### src/tvpl_pkg.sv
`timescale 1ns / 1ps
`default_nettype none

package tvpl_pkg;

    // Field and register widths
    localparam int POS_W    = 16;
    localparam int VEL_W    = 16;
    localparam int TGT_W    = 15;
    localparam int CMD_W    = 16;
    localparam int DUTY_W   = 16;
    localparam int KP_W     = 8;
    localparam int ACCEL_W  = 12;
    localparam int PMAX_W   = 15;
    localparam int PLAT_W   = 16;
    localparam int PWM_W    = 16;
    localparam int TPS_W    = 10;
    localparam int CFG_IDX_W  = 3;
    localparam int CFG_DATA_W = 16;

    // Register index codes
    localparam logic [CFG_IDX_W-1:0] REG_KP            = 3'd0;
    localparam logic [CFG_IDX_W-1:0] REG_ACCEL_STEP    = 3'd1;
    localparam logic [CFG_IDX_W-1:0] REG_PROFILE_MAX   = 3'd2;
    localparam logic [CFG_IDX_W-1:0] REG_PLATEAU_TICKS = 3'd3;
    localparam logic [CFG_IDX_W-1:0] REG_PWM_PERIOD    = 3'd4;
    localparam logic [CFG_IDX_W-1:0] REG_TICKS_PER_SEC = 3'd5;

    // Register reset values
    localparam logic [KP_W-1:0]    KP_RESET    = 8'd4;
    localparam logic [ACCEL_W-1:0] ACCEL_RESET = 12'd100;
    localparam logic [PMAX_W-1:0]  PMAX_RESET  = 15'd4000;
    localparam logic [PLAT_W-1:0]  PLAT_RESET  = 16'd300;
    localparam logic [PWM_W-1:0]   PWM_RESET   = 16'd500;
    localparam logic [TPS_W-1:0]   TPS_RESET   = 10'd50;

    // Gain scaling: command step is kp * error / 2^GAIN_SHIFT
    localparam int GAIN_SHIFT = 8;

endpackage

`default_nettype wire

### src/trapezoid_velocity_p_loop.sv
`timescale 1ns / 1ps
`default_nettype none

// Trapezoidal velocity profile generator with an incremental P velocity loop.
// Input channel (in_valid/in_ready): one request per control tick carrying the
// raw quadrature position_count. Output channel (out_valid/out_ready): one
// result per request with the profile target, measured velocity, saturated
// motor command and the forward/reverse PWM duties.
// Throughput: one request per cycle unless the receiver stalls. Stage 1 holds
// the velocity product (count difference times tick rate); stage 2 runs the
// profile ramp, the gain multiply, the command accumulate and the duty split
// into the result register.
// The two multipliers sit in separate stages: stage 1 plus the result register.
// When the receiver stalls, the result holds; a request still enters stage 1,
// after which in_ready drops until the result is taken.
// Reset (rst_n low, asynchronous) empties the pipeline, zeroes the profile and
// command state and the previous position, and loads the register defaults.
// The user must write configuration (cfg_we/cfg_index/cfg_data) only while idle;
// the block does not enforce this. Indexes beyond the register list are ignored.

module trapezoid_velocity_p_loop (
    input  wire logic                              clk,
    input  wire logic                              rst_n,
    input  wire logic                              cfg_we,
    input  wire logic [tvpl_pkg::CFG_IDX_W-1:0]    cfg_index,
    input  wire logic [tvpl_pkg::CFG_DATA_W-1:0]   cfg_data,
    input  wire logic                              in_valid,
    output logic                                   in_ready,
    input  wire logic [tvpl_pkg::POS_W-1:0]        position_count,
    output logic                                   out_valid,
    input  wire logic                              out_ready,
    output logic [tvpl_pkg::TGT_W-1:0]             vel_target,
    output logic signed [tvpl_pkg::VEL_W-1:0]      vel_measured,
    output logic signed [tvpl_pkg::CMD_W-1:0]      motor_command,
    output logic [tvpl_pkg::DUTY_W-1:0]            duty_forward,
    output logic [tvpl_pkg::DUTY_W-1:0]            duty_reverse
);

    localparam int ERR_W  = 18;                 // target - measured, exact
    localparam int PROD_W = ERR_W + tvpl_pkg::KP_W + 1;
    localparam int DLT_W  = PROD_W - tvpl_pkg::GAIN_SHIFT;
    localparam int SUM_W  = DLT_W + 1;
    localparam int RAMP_W = 17;                 // target +/- step, signed
    localparam int MUL1_W = tvpl_pkg::POS_W + tvpl_pkg::TPS_W;

    // ---------------- configuration registers ----------------
    logic [tvpl_pkg::KP_W-1:0]    kp_reg;
    logic [tvpl_pkg::ACCEL_W-1:0] accel_reg;
    logic [tvpl_pkg::PMAX_W-1:0]  pmax_reg;
    logic [tvpl_pkg::PLAT_W-1:0]  plat_reg;
    logic [tvpl_pkg::PWM_W-1:0]   pwm_reg;
    logic [tvpl_pkg::TPS_W-1:0]   tps_reg;

    always_ff @(posedge clk or negedge rst_n)
    begin
        if (!rst_n)
        begin
            kp_reg    <= tvpl_pkg::KP_RESET;
            accel_reg <= tvpl_pkg::ACCEL_RESET;
            pmax_reg  <= tvpl_pkg::PMAX_RESET;
            plat_reg  <= tvpl_pkg::PLAT_RESET;
            pwm_reg   <= tvpl_pkg::PWM_RESET;
            tps_reg   <= tvpl_pkg::TPS_RESET;
        end
        else if (cfg_we)
        begin
            case (cfg_index)
                tvpl_pkg::REG_KP:            kp_reg    <= cfg_data[tvpl_pkg::KP_W-1:0];
                tvpl_pkg::REG_ACCEL_STEP:    accel_reg <= cfg_data[tvpl_pkg::ACCEL_W-1:0];
                tvpl_pkg::REG_PROFILE_MAX:   pmax_reg  <= cfg_data[tvpl_pkg::PMAX_W-1:0];
                tvpl_pkg::REG_PLATEAU_TICKS: plat_reg  <= cfg_data[tvpl_pkg::PLAT_W-1:0];
                tvpl_pkg::REG_PWM_PERIOD:    pwm_reg   <= cfg_data[tvpl_pkg::PWM_W-1:0];
                tvpl_pkg::REG_TICKS_PER_SEC: tps_reg   <= cfg_data[tvpl_pkg::TPS_W-1:0];
                default: ;
            endcase
        end
    end

    // ---------------- handshake ----------------
    logic s1_valid_reg;
    logic out_valid_reg;
    logic in_fire;
    logic s2_load;

    assign s2_load  = s1_valid_reg && (!out_valid_reg || out_ready);
    assign in_ready = !s1_valid_reg || s2_load;
    assign in_fire  = in_valid && in_ready;

    always_ff @(posedge clk or negedge rst_n)
    begin
        if (!rst_n)
        begin
            s1_valid_reg  <= 1'b0;
            out_valid_reg <= 1'b0;
        end
        else
        begin
            if (in_fire)
                s1_valid_reg <= 1'b1;
            else if (s2_load)
                s1_valid_reg <= 1'b0;
            if (s2_load)
                out_valid_reg <= 1'b1;
            else if (out_ready)
                out_valid_reg <= 1'b0;
        end
    end

    assign out_valid = out_valid_reg;

    // ---------------- stage 1: measured velocity ----------------
    logic [tvpl_pkg::POS_W-1:0] prev_pos_reg;
    logic [tvpl_pkg::POS_W-1:0] pos_diff;
    logic [MUL1_W-1:0]          vel_prod;
    logic [tvpl_pkg::VEL_W-1:0] vel_s1_reg;

    assign pos_diff = position_count - prev_pos_reg;   // wraps mod 2^16
    assign vel_prod = {{tvpl_pkg::TPS_W{1'b0}}, pos_diff}
                    * {{tvpl_pkg::POS_W{1'b0}}, tps_reg};

    always_ff @(posedge clk or negedge rst_n)
    begin
        if (!rst_n)
            prev_pos_reg <= '0;
        else if (in_fire)
            prev_pos_reg <= position_count;
    end

    always_ff @(posedge clk)
    begin
        if (in_fire)
            vel_s1_reg <= vel_prod[tvpl_pkg::VEL_W-1:0];
    end

    // ---------------- stage 2: profile, P loop, duty split ----------------
    logic [tvpl_pkg::TGT_W-1:0]  target_reg, target_next;
    logic                        ramp_down_reg, ramp_down_next;
    logic                        plat_seen_reg, plat_seen_next;
    logic [tvpl_pkg::PLAT_W-1:0] plat_cnt_reg, plat_cnt_next;
    logic [tvpl_pkg::CMD_W-1:0]  cmd_reg, cmd_next;

    logic [RAMP_W-1:0]           ramp_sum;
    logic                        above_max;
    logic [ERR_W-1:0]            err;
    logic [PROD_W-1:0]           prod;
    logic [PROD_W-1:0]           prod_adj;
    logic [DLT_W-1:0]            delta;
    logic [SUM_W-1:0]            cmd_sum;
    logic [tvpl_pkg::CMD_W:0]    cmd_mag;
    logic [tvpl_pkg::PWM_W:0]    duty_cl;
    logic [tvpl_pkg::DUTY_W-1:0] fwd_next, rev_next;

    always_comb
    begin
        // Ramp the target one step in the current direction
        if (ramp_down_reg)
            ramp_sum = {2'b00, target_reg} - {5'd0, accel_reg};
        else
            ramp_sum = {2'b00, target_reg} + {5'd0, accel_reg};

        above_max = !ramp_sum[RAMP_W-1] && (ramp_sum[RAMP_W-2:0] > {1'b0, pmax_reg});

        plat_seen_next = plat_seen_reg;
        plat_cnt_next  = plat_cnt_reg;
        ramp_down_next = ramp_down_reg;
        if (above_max)
        begin
            // first tick over the plateau only marks it; later ticks count
            plat_seen_next = 1'b1;
            if (plat_seen_reg)
                plat_cnt_next = plat_cnt_reg + 1'b1;
            if (plat_cnt_next == plat_reg)
                ramp_down_next = !ramp_down_reg;
            target_next = pmax_reg;
        end
        else if (ramp_sum[RAMP_W-1])
            target_next = '0;
        else
            target_next = ramp_sum[tvpl_pkg::TGT_W-1:0];

        // Velocity error, kept exact in 18 bits signed
        err = {3'b000, target_next} - {{2{vel_s1_reg[tvpl_pkg::VEL_W-1]}}, vel_s1_reg};

        // kp * err, kp zero extended and err sign extended give an exact signed product
        prod = {{(PROD_W - tvpl_pkg::KP_W){1'b0}}, kp_reg}
             * {{(PROD_W - ERR_W){err[ERR_W-1]}}, err};

        // Divide by 256 rounding toward zero
        prod_adj = prod + (prod[PROD_W-1] ? PROD_W'(255) : '0);
        delta    = prod_adj[PROD_W-1:tvpl_pkg::GAIN_SHIFT];

        cmd_sum = {{(SUM_W - tvpl_pkg::CMD_W){cmd_reg[tvpl_pkg::CMD_W-1]}}, cmd_reg}
                + {delta[DLT_W-1], delta};

        // Saturate to 16 bits signed
        if (cmd_sum[SUM_W-1:tvpl_pkg::CMD_W-1] == '0
            || cmd_sum[SUM_W-1:tvpl_pkg::CMD_W-1] == '1)
            cmd_next = cmd_sum[tvpl_pkg::CMD_W-1:0];
        else if (cmd_sum[SUM_W-1])
            cmd_next = {1'b1, {(tvpl_pkg::CMD_W-1){1'b0}}};
        else
            cmd_next = {1'b0, {(tvpl_pkg::CMD_W-1){1'b1}}};

        // Duty split: magnitude clamped to the PWM period
        if (cmd_next[tvpl_pkg::CMD_W-1])
            cmd_mag = '0 - {1'b1, cmd_next};
        else
            cmd_mag = {1'b0, cmd_next};

        if (cmd_mag < {1'b0, pwm_reg})
            duty_cl = cmd_mag;
        else
            duty_cl = {1'b0, pwm_reg};

        if (cmd_next[tvpl_pkg::CMD_W-1])
        begin
            fwd_next = '0;
            rev_next = duty_cl[tvpl_pkg::DUTY_W-1:0];
        end
        else
        begin
            fwd_next = duty_cl[tvpl_pkg::DUTY_W-1:0];
            rev_next = '0;
        end
    end

    always_ff @(posedge clk or negedge rst_n)
    begin
        if (!rst_n)
        begin
            target_reg    <= '0;
            ramp_down_reg <= 1'b0;
            plat_seen_reg <= 1'b0;
            plat_cnt_reg  <= '0;
            cmd_reg       <= '0;
        end
        else if (s2_load)
        begin
            target_reg    <= target_next;
            ramp_down_reg <= ramp_down_next;
            plat_seen_reg <= plat_seen_next;
            plat_cnt_reg  <= plat_cnt_next;
            cmd_reg       <= cmd_next;
        end
    end

    // Result register
    always_ff @(posedge clk)
    begin
        if (s2_load)
        begin
            vel_target    <= target_next;
            vel_measured  <= vel_s1_reg;
            motor_command <= cmd_next;
            duty_forward  <= fwd_next;
            duty_reverse  <= rev_next;
        end
    end

endmodule

`default_nettype wire

### config.mk
export PLATFORM = sky130hd
export DESIGN_NAME = trapezoid_velocity_p_loop
export DESIGN_NICKNAME = d
export VERILOG_FILES = /design/src/tvpl_pkg.sv /design/src/trapezoid_velocity_p_loop.sv
export SDC_FILE = /design/constraint.sdc
export NUM_CORES = 1
export LEC_CHECK = 0
export ABC_AREA = 1
export BUFFER_PORTS_ARGS = -buffer_cell sky130_fd_sc_hd__buf_2
export CAP_MARGIN = 20
export CORE_MARGIN = 2
export CORE_UTILIZATION = 35
export CTS_BUF_LIST = sky130_fd_sc_hd__clkbuf_8
export CTS_CLUSTER_DIAMETER = 150
export DETAILED_ROUTE_END_ITERATION = 10
export PLACE_DENSITY = 0.63
export SYNTH_ARGS = -nofsm -noshare
export SYNTH_HDL_FRONTEND = slang
export SYNTH_SLANG_ARGS = --single-unit
### constraint.sdc
create_clock -name clk -period 32.6 [get_ports clk]
set_clock_uncertainty 0.1 [all_clocks]
set_input_delay 9.78 -clock clk [delete_from_list [all_inputs] [get_ports clk]]
set_output_delay 9.78 -clock clk [all_outputs]
set_load 0.02 [all_outputs]
Word-level counts from Yosys, hierarchy flattened
Index checks and enable logic that the tools add are counted.
{"block": "word_totals", "reg_bits": 239, "latchBits": 0, "ramBits": 0, "mem_bits_ro": 0, "inputBits": 40, "output_inout_bits": 81, "n_memories": 0}
{"block": "op_classes", "add_sub_neg": 8, "mul": 2, "div": 0, "order_cmp": 2, "n_eq_ne": 7, "shifts": 0, "n_mux": 14, "bitwise_logic": 0, "n_reduce_logical": 22}
{"cell": "two-way mux 16 bit", "count": 5}
{"cell": "two-way mux 17 bit", "count": 2}
{"cell": "two-way mux 15 bit", "count": 2}
{"cell": "adder 26 x 9 -> 27 bit", "count": 1}
{"cell": "multiplier 9 x 17 -> 26 bit", "count": 1}
{"cell": "adder 16 x 19 -> 20 bit", "count": 1}
{"cell": "less-than comparator 17 x 16 -> 1 bit", "count": 1}
{"cell": "subtractor 1 x 17 -> 17 bit (first input constant)", "count": 1}
{"cell": "subtractor 16 x 16 -> 17 bit", "count": 1}
{"cell": "adder 15 x 12 -> 16 bit", "count": 1}
{"cell": "adder 16 x 1 -> 16 bit (second input constant)", "count": 1}
{"cell": "equality test 16 bit", "count": 1}
{"cell": "> comparator 16 x 15 -> 1 bit", "count": 1}
{"cell": "multiplier 16 x 10 -> 16 bit", "count": 1}
{"cell": "subtractor 15 x 12 -> 16 bit", "count": 1}
{"cell": "subtractor 16 bit", "count": 1}
{"cell": "AND reduction 2 bit", "count": 7}
{"cell": "two-way mux 8 bit", "count": 1}
{"cell": "equality test 3 x 2 -> 1 bit (second input constant)", "count": 2}
{"cell": "equality test 3 bit (second input constant)", "count": 2}
{"cell": "equality test 5 bit (second input constant)", "count": 1}
{"cell": "logical NOT 5 bit", "count": 1}
{"cell": "logical NOT 1 bit", "count": 4}
{"cell": "two-way mux 1 bit", "count": 4}
{"cell": "6 further kinds", "count": 11}

Longest topological paths before layout
Gate-level depths: netlist of the first run.
{"block": "depth", "depth_word": 17, "depth_mapped": 121, "depth_no_buf": 119}

Worst setup path after synthesis of the first run
Ideal clock, no wire load.
{"block": "synth_path", "kind": "in2out", "start": "input out_ready", "end": "output in_ready", "arrival_ns": 10.033, "required_ns": 22.720, "path_slack_ns": 12.687, "cell_stages": 2, "path_cell_list": "inv_1 > nand3_1"}
{"block": "synth_between", "elab_chain_len": 3}
{"element": "start: declaration", "line_no": "trapezoid_velocity_p_loop.sv:31", "source": "input wire logic out_ready,"}
{"element": "logical OR 1 bit", "line_no": "trapezoid_velocity_p_loop.sv:85", "source": "assign s2_load = s1_valid_reg && (!out_valid_reg || out_ready);"}
{"element": "logical AND 1 bit", "line_no": "trapezoid_velocity_p_loop.sv:85"}
{"element": "logical OR 1 bit", "line_no": "trapezoid_velocity_p_loop.sv:86", "source": "assign in_ready = !s1_valid_reg || s2_load;"}
{"element": "end: declaration", "line_no": "trapezoid_velocity_p_loop.sv:28", "source": "output logic in_ready,"}
Every way passes these cells.

Final worst setup path of the first run
Same ends and word-level chain as after synthesis.

==> metrics.cfg, run 1 <==
[logic_synthesis]
yosysWarnings=0
syn_inst=2998
syn_area_mm2=0.02324
synth_fp_nets=3410
synth_compound_gate_area_share=0.08976
synth_top_family_by_area=adder cells
synthAdderAreaFrac=0.2594
muxShareOfSynthArea=0.0008616
synthSimpleGateAreaFrac=0.2123
ys_seq_elements=239
syn_area_per_cell_um2=7.751
async_flop_share=0.6025
synth_common_cells=nand2_1 (737), inv_1 (600), nor2_1 (247)
ys.flop_type=dfrtp_1
yosys.cell_count.top_type=nand2_1
synth_top_cell_by_area=fa_1
synth-xor-area-share=0.04555
synth_cell_types=60
synth_edf_count=95
synth-seq-area-share=0.2791
yosysTopAreaCellShare=0.1577
synthTopCellsByArea=fa_1 (16%), dfrtp_1 (13%), edfxtp_1 (12%)

[global_route]
grt_usage=0.1710
grt_start_max_net_pins=88
overflow=0
grt_pass1_vias=18080
grt_pass1_wl_um=93740
antenna_found_initial=3

[cts]
cts_tree=yes
cts_resized=0
clock-sinks=239
postCtsHoldBufs=0
cts_max_level=2
post_cts_buffers=0
worst_skew_pair.late_latency_ns=0.60
clk_path_buf_depth=3
root_buffer=clkbuf_8
numCtsBuffers=44
clk_pin_slew_ns=0.06

[drt]
routedWlPerCell_um=14.46
ant_nets=0
first_pass_iters=5
drc_errors=0
initialDrtViolationCount=1097
vias=18730
vias_per_cell=4.679
routed_wl_um=57890

[run]
maxCapViolCount=0

[die]
ios=121
die-height_um=261.7
start_util=0.3534
dieArea_mm2=0.06847
rows=94
core_area_mm2=0.06575
die_w_um=261.7

[critical_path]
end_kind=primary output
critPathKind=in2out
cp_slowest_cell=buf_2
arrival_ns=10.20
critPathMaxFanout=3
slowest_delay_ns=0.17
cp-start-kind=input port
cp_cell_sequence=buf_2 > inv_1 > nand3_1 > buf_2
required_ns=22.72
cpMostUsedCell=buf_2

[cells_and_area]
nets=3515
drive_above_1_share=0.09334
instances_no_fill=4003
utilization=0.3900
n_fill_cell=6773
syn_to_final_growth_pct=10.34
diodes=0

[timing]
tns_ns=0
period_share=0.6161
tightestPinTransition_ns=0.9403
timing.fmax_mhz=49.79
slew_headroom=0.3731
rsz0062_at_grt=no
report.final.slew_viol_count=0
hold_viol=0
period_needed_ns=20.08
timing.hold.ws_ns=0.3443
setup-violations-final=0

[placement]
hpwlAfterDp_um=46090
dp.cells=3919
io_buffers=120
gp_congestion=0.8629

[min_path]
hp-class=reg2reg

[run_status]
status=finished, final reports clean

==> cells by family (layout without fill, tap and decap cells) <==
family / Yosys count / count (layout)
buffers and inverters: 691 / 832
DFF: 239 / 239
adders and majority gates: 372 / 372
and+or+nand+nor: 1194 / 1194
xor gates and xnor gates: 120 / 120
AOI/OAI and AO/OA: 380 / 380
muxes: 2 / 2
==> worst paths after layout <==
path,slack [ns],depth (start not counted),from,end
setup reg to reg,14.00,104,accel_reg[2],duty_forward[13]
max in group asynchronous,21.99,2,rst_n,pmax_reg[6]
setup / recovery,12.52,4,out_ready,in_ready
hold reg to reg,0.34,0,vel_s1_reg[10],vel_measured[10]
hold / removal,0.34,0,vel_s1_reg[10],vel_measured[10]
min in group asynchronous,9.14,1,rst_n,plat_reg[1]
==> worst max-delay path, delay by kind of cell <==
kind | cells | cell delay (ns)
buf+inv | 3 | 0.33
simple gates | 1 | 0.09
==> routing by layer <==
layer / GRT usage / routed length (um) / vias to the layer above
li1: - / - / 9542
met1: 0.2291 / 26560 / 8765
met2: 0.2908 / 27820 / 340
met3: 0.02247 / 2249 / 81
met4: 0.04530 / 1240 / 2
met5: 0 / 11 / -
==> stage by stage <==
step	instance area [um^2]	setup WS, ns
2_1_floorplan	23240	12.69
3_3_place_gp	24700	12.50
3_5_place_dp	24700	12.51
4_1_cts	25610	12.51
5_1_grt	25640	12.21
6_report	25640	12.52
==> placed cells by master (no fill, tap or decap), types with 26 or more instances in the layout <==
master,Yosys,final
fa_1,183,183
xor2_1,85,85
o21ai_0,164,164
ha_1,189,189
buf_2,6,119
inv_1,600,611
nand2_1,737,737
nand3_1,102,102
edfxtp_1,95,95
dfrtp_1,121,121
a21oi_1,127,127
nand4_1,26,26
xnor2_1,34,34
clkbuf_8,0,53
nor2_1,247,247
==> final cells by class <==
class / count / area (um^2) / area share
Clock buffer: 53 / 729.5 / 0.02845
Clock inverter: 29 / 181.4 / 0.007076
Inverter: 618 / 2325 / 0.09067
Multi-Input combinational cell: 2068 / 14120 / 0.5509
Sequential cell: 239 / 6485 / 0.2529
Tap cell: 864 / 1081 / 0.04217
Timing Repair Buffer: 132 / 711.9 / 0.02777
Power of run 1 is not shown: default switching activity piles up to over one toggle a cycle in this logic, so the estimate is an artifact.
==> inputs of run 2 (changes only) <==
PLACE_DENSITY = 0.64   (was 0.63)
clock period = 16.85 ns   (was 32.6 ns; I/O delays follow)
==> run 2 against run 1 <==
Compared with the run above: final cell count rose by 0.70%; routed wire length rose by 6.1%; via count rose by 1.8%.
==> metrics.cfg, run 2 (synthesis results as in run 1) <==
[critical_path]
critPathKind=reg2reg
required_ns=17.08
end_kind=flop
arrival_ns=16.08
cpMostUsedCell=nand2_1
cp_slowest_cell=dfstp_2
slowest_delay_ns=0.55
critPathMaxFanout=14
cp-start-kind=flop

[drt]
ant_nets=0
vias_per_cell=4.729
drc_errors=0
vias=19060
initialDrtViolationCount=1283
first_pass_iters=7
routedWlPerCell_um=15.23
routed_wl_um=61400

[timing]
setup-violations-final=0
period_share=0.9403
tightestPinTransition_ns=0.9352
hold_viol=0
period_needed_ns=15.84
report.final.slew_viol_count=0
timing.fmax_mhz=63.12
slew_headroom=0.3748

[cts]
clk_pin_slew_ns=0.06
cts_tree=yes
postCtsHoldBufs=0
root_buffer=clkbuf_8
worst_skew_pair.late_latency_ns=0.59
numCtsBuffers=43
cts_max_level=2
clock-sinks=239
clk_path_buf_depth=3

[die]
rows=94
core_area_mm2=0.06575
die_w_um=261.7
die-height_um=261.7
start_util=0.3534
dieArea_mm2=0.06847
ios=121

[placement]
hpwlAfterDp_um=48580
gp_congestion=0.8943
io_buffers=120

[cells_and_area]
ff_latch_area_mm2=0.006485
n_fill_cell=6740
final_cell_mix=nand2_1 (725), inv_1 (611), nor2_1 (240), fa_1 (181), ha_1 (174)
syn_to_final_growth_pct=12.98
drive_above_1_share=0.1182
utilization=0.3993
multi_input_area_mm2=0.01449
nets=3542
final_common_cell=nand2_1

[min_path]
hp-class=reg2reg

[global_route]
grt_start_max_net_pins=76
grt_pass1_wl_um=96750
grt_pass1_vias=18330
overflow=0
grt_usage=0.1779
antenna_found_initial=3

[run_status]
status=finished, final reports clean

[run]
maxCapViolCount=0

## run 2: cell types whose count changed in the layout (fill, tap and decap cells not counted), sizes merged
cell / previous run / this run
diode: 0 / 2
clkbuf: 53 / 49
inv: 631 / 633
clkinv: 13 / 9
buf: 132 / 159
bufinv: 1 / 5
nand2: 758 / 759
## run 2: critical path: cells and delay by family, from the launching register on
| kind | cells | cell delay [ns] |
|---|---|---|
| AO/OA/AOI/OAI | 22 | 3.26 |
| XOR/XNOR | 3 | 0.62 |
| adder cells (fa/ha/maj) | 13 | 4.51 |
| buffers and inverters | 16 | 1.20 |
| flip-flops | 1 | 0.55 |
| AND/OR/NAND/NOR | 51 | 5.32 |
## run 2: stage by stage
| step | setup WS [ns] | hold slack [ns] | setup TNS [ns] | area, um^2 | instances |
|---|---|---|---|---|---|
| 6_report | 1.006 | 0.3429 | 0 | 26250 | 4031 |
| 5_1_grt | -0.3073 | 0.3529 | -8.669 | 26250 | 4029 |
| 4_1_cts | 0.05675 | 0.3420 | 0 | 25740 | 4011 |
| 3_5_place_dp | -0.04387 | 0.3371 | -0.2561 | 24790 | 3931 |
| 3_3_place_gp | 0.2135 | 0.3288 | 0 | 24790 | 3931 |
| 2_1_floorplan | 2.276 | 0.3264 | 0 | 23240 | 2998 |
## run 2: path summary, 6_finish.rpt
path | startpoint | end | slack, ns | cells past startpoint
setup / recovery | accel_reg[2] | duty_forward[2] | 1.01 | 105
hold / removal | vel_s1_reg[12] | vel_measured[12] | 0.34 | 0
setup reg to reg | accel_reg[2] | duty_forward[2] | 1.01 | 105
hold reg to reg | vel_s1_reg[12] | vel_measured[12] | 0.34 | 0
max in group asynchronous | rst_n | kp_reg[4] | 10.87 | 2
min in group asynchronous | rst_n | plat_cnt_reg[1] | 4.40 | 1
## run 2: area by class of cell
class / instances / area share
Antenna cell: 2 / 0.0001906
Clock buffer: 49 / 0.02569
Clock inverter: 31 / 0.01010
Inverter: 618 / 0.08894
Multi-Input combinational cell: 2069 / 0.5520
Sequential cell: 239 / 0.2470
Tap cell: 864 / 0.04118
Timing Repair Buffer: 159 / 0.03484
## run 2: metal layers
layer	track usage	wire length, um	share of wire	vias up
met3	0.02276	2635	0.043	115
met4	0.05698	1955	0.032	2
met1	0.2361	27190	0.44	8921
met2	0.3012	29600	0.48	451
li1	-	-	-	9572
met5	0	13	0.00021	-
## run 2: timing repair
| action | CTS | global route |
|---|---|---|
| cloned | 0 | 1 |
| endpoints found under the setup margin | 32 | 32 |
| hold endpoints to repair | 0 | 0 |
| buffers inserted | 0 | 16 |
| resized for setup | 2 | 83 |
| pin swaps | 0 | 21 |
Power of run 2 is left out for the same reason.
==> inputs of run 3 (changes only) <==
CORE_ASPECT_RATIO = 1.5   (was default)
PLACE_DENSITY = 0.63   (was 0.64)
clock period = 18.95 ns   (was 16.85 ns; I/O delays follow)
==> run 3 against run 2 <==
Compared with the run above: die area about the same; count of clock-buffer cells in the layout shrank 3; non-clock buffer count shrank 28; final cell count decreased by 0.57%; critical path type unchanged; global-route usage up 1.5 points; fmax decreased by 8.8%; sequential cell count stayed put; via count about the same; design area fell by 2.6%; first-iteration DRC count fell by 25%; register-to-register slack improved by 0.58 ns.
==> metrics.cfg, run 3 (synthesis results as in run 1) <==
[critical_path]
r2r-end=duty_forward[3]
cpMostUsedCell=nand2_1
reg2reg_from=accel_reg[2]
r2r_cells=100
critPathMaxFanout=34
critPathKind=reg2reg
cp_slowest_cell=o21ai_0
end_kind=flop
cp-start-kind=flop
timing.critical_path.from=accel_reg[2]
required_ns=19.21
slowest_delay_ns=0.76
r2r_slack_ns=1.59
arrival_ns=17.62

[cts]
postCtsHoldBufs=0
clk_path_buf_depth=3
cts_resized=0
post_cts_buffers=0
root_buffer=clkbuf_8
clock-sinks=239
clk_pin_slew_ns=0.07
cts_max_level=2
cts_tree=yes
worst_skew_pair.late_latency_ns=0.62
numCtsBuffers=40

[run_status]
status=finished, final reports clean

[drt]
vias_per_cell=4.752
routed_wl_um=64770
ant_nets=0
drc_errors=0
routedWlPerCell_um=16.16
vias=19050
first_pass_iters=4
initialDrtViolationCount=967

[cells_and_area]
ff_latch_area_mm2=0.006485
drive_above_1_share=0.08978
n_fill_cell=6908
nets=3510
final_common_cell=nand2_1
syn_to_final_growth_pct=10.03
multi_input_area_mm2=0.01414
final_cell_mix=nand2_1 (736), inv_1 (614), nor2_1 (247), ha_1 (189), fa_1 (183)

[global_route]
grt_pass1_wl_um=104600
grt_usage=0.1925
grt_start_max_net_pins=95
antenna_found_initial=2
grt_pass1_vias=19660
grt_use_met3=0.01797
met1_usage=0.2092
met2_usage=0.3746
busiest_layer=met2
overflow=0

[timing]
report.final.slew_viol_count=0
period_needed_ns=17.36
timing.fmax_mhz=57.59
tightestPinTransition_ns=1.034
hold_viol=0
timing.hold.ws_ns=0.3482
tns_ns=0
period_share=0.9163
setup_slack_ns=1.586
rsz0062_at_grt=no
slew_headroom=0.3088
setup-violations-final=0

[placement]
io_buffers=120
preCtsSetupSlack_ns=1.356
gp_congestion=0.9106
hpwlAfterDp_um=52360

[die]
rows=115
ios=121
die-height_um=319.6
dieArea_mm2=0.06851
core_area_mm2=0.06561
die_w_um=214.4
start_util=0.3541

[min_path]
hp-class=reg2reg
hold_path_end=vel_measured[1]
holdPathStages=0
min-delay-start=vel_s1_reg[1]

[run]
maxCapViolCount=0

run 3: changes by cell type in the layout (fill, tap and decap cells not counted), moves of 4 or more:
cell | previous run | this run
buf_4 | 36 | 11
ha_1 | 174 | 189
ha_4 | 11 | 0
nand2_1 | 725 | 736
nand2_2 | 20 | 12
nor2_1 | 240 | 247
o21ai_0 | 158 | 164
o21ai_2 | 7 | 1
nor2_2 | 11 | 6
a21oi_1 | 123 | 127
a21oi_2 | 6 | 2
ha_2 | 4 | 0
run 3: how the worst max path moves through the flow:
stage                       to  slack (ns)  cells after the start
6_report       duty_forward[3]        1.59                    100
5_1_grt        duty_forward[0]        0.04                    104
4_1_cts        duty_forward[3]        1.30                    105
3_5_place_dp   duty_forward[3]        1.36                    102
3_3_place_gp   duty_forward[0]        1.65                    100
2_1_floorplan  duty_reverse[4]        4.38                    107
run 3: critical path, delay by kind of cell (launching register included):
family                     cells  cell delay (ns)
buffers and inverters         15             1.57
adders and majority gates     12             4.76
DFF                            1             0.54
and+or+nand+nor               51             5.99
xor gates and xnor gates       2             0.43
AOI/OAI and AO/OA             20             3.70
run 3: cell type report:
cell class | instances | area share
sequential | 239 | 0.2536
clock buffer | 46 | 0.02476
multi-input combinational | 2068 | 0.5530
antenna | 1 | 0.00009788
timing repair buffer | 131 | 0.02696
inverter | 618 | 0.09102
tap | 877 | 0.04292
clock inverter | 28 | 0.007585
run 3: per-stage QoR:
stage,util,instance area [um^2],std cells
2_1_floorplan,-,23240,2998
3_3_place_gp,0.3768,24720,3933
3_5_place_dp,0.3768,24720,3933
4_1_cts,0.3894,25550,4007
5_1_grt,0.3897,25570,4008
6_report,0.3897,25570,4008
run 3: layer usage:
metal,wire length (um),vias to the layer above
met5,0,-
met4,2987,0
met3,1767,146
met2,35140,384
met1,24880,9006
li1,-,9511
Power of run 3 is left out for the same reason.
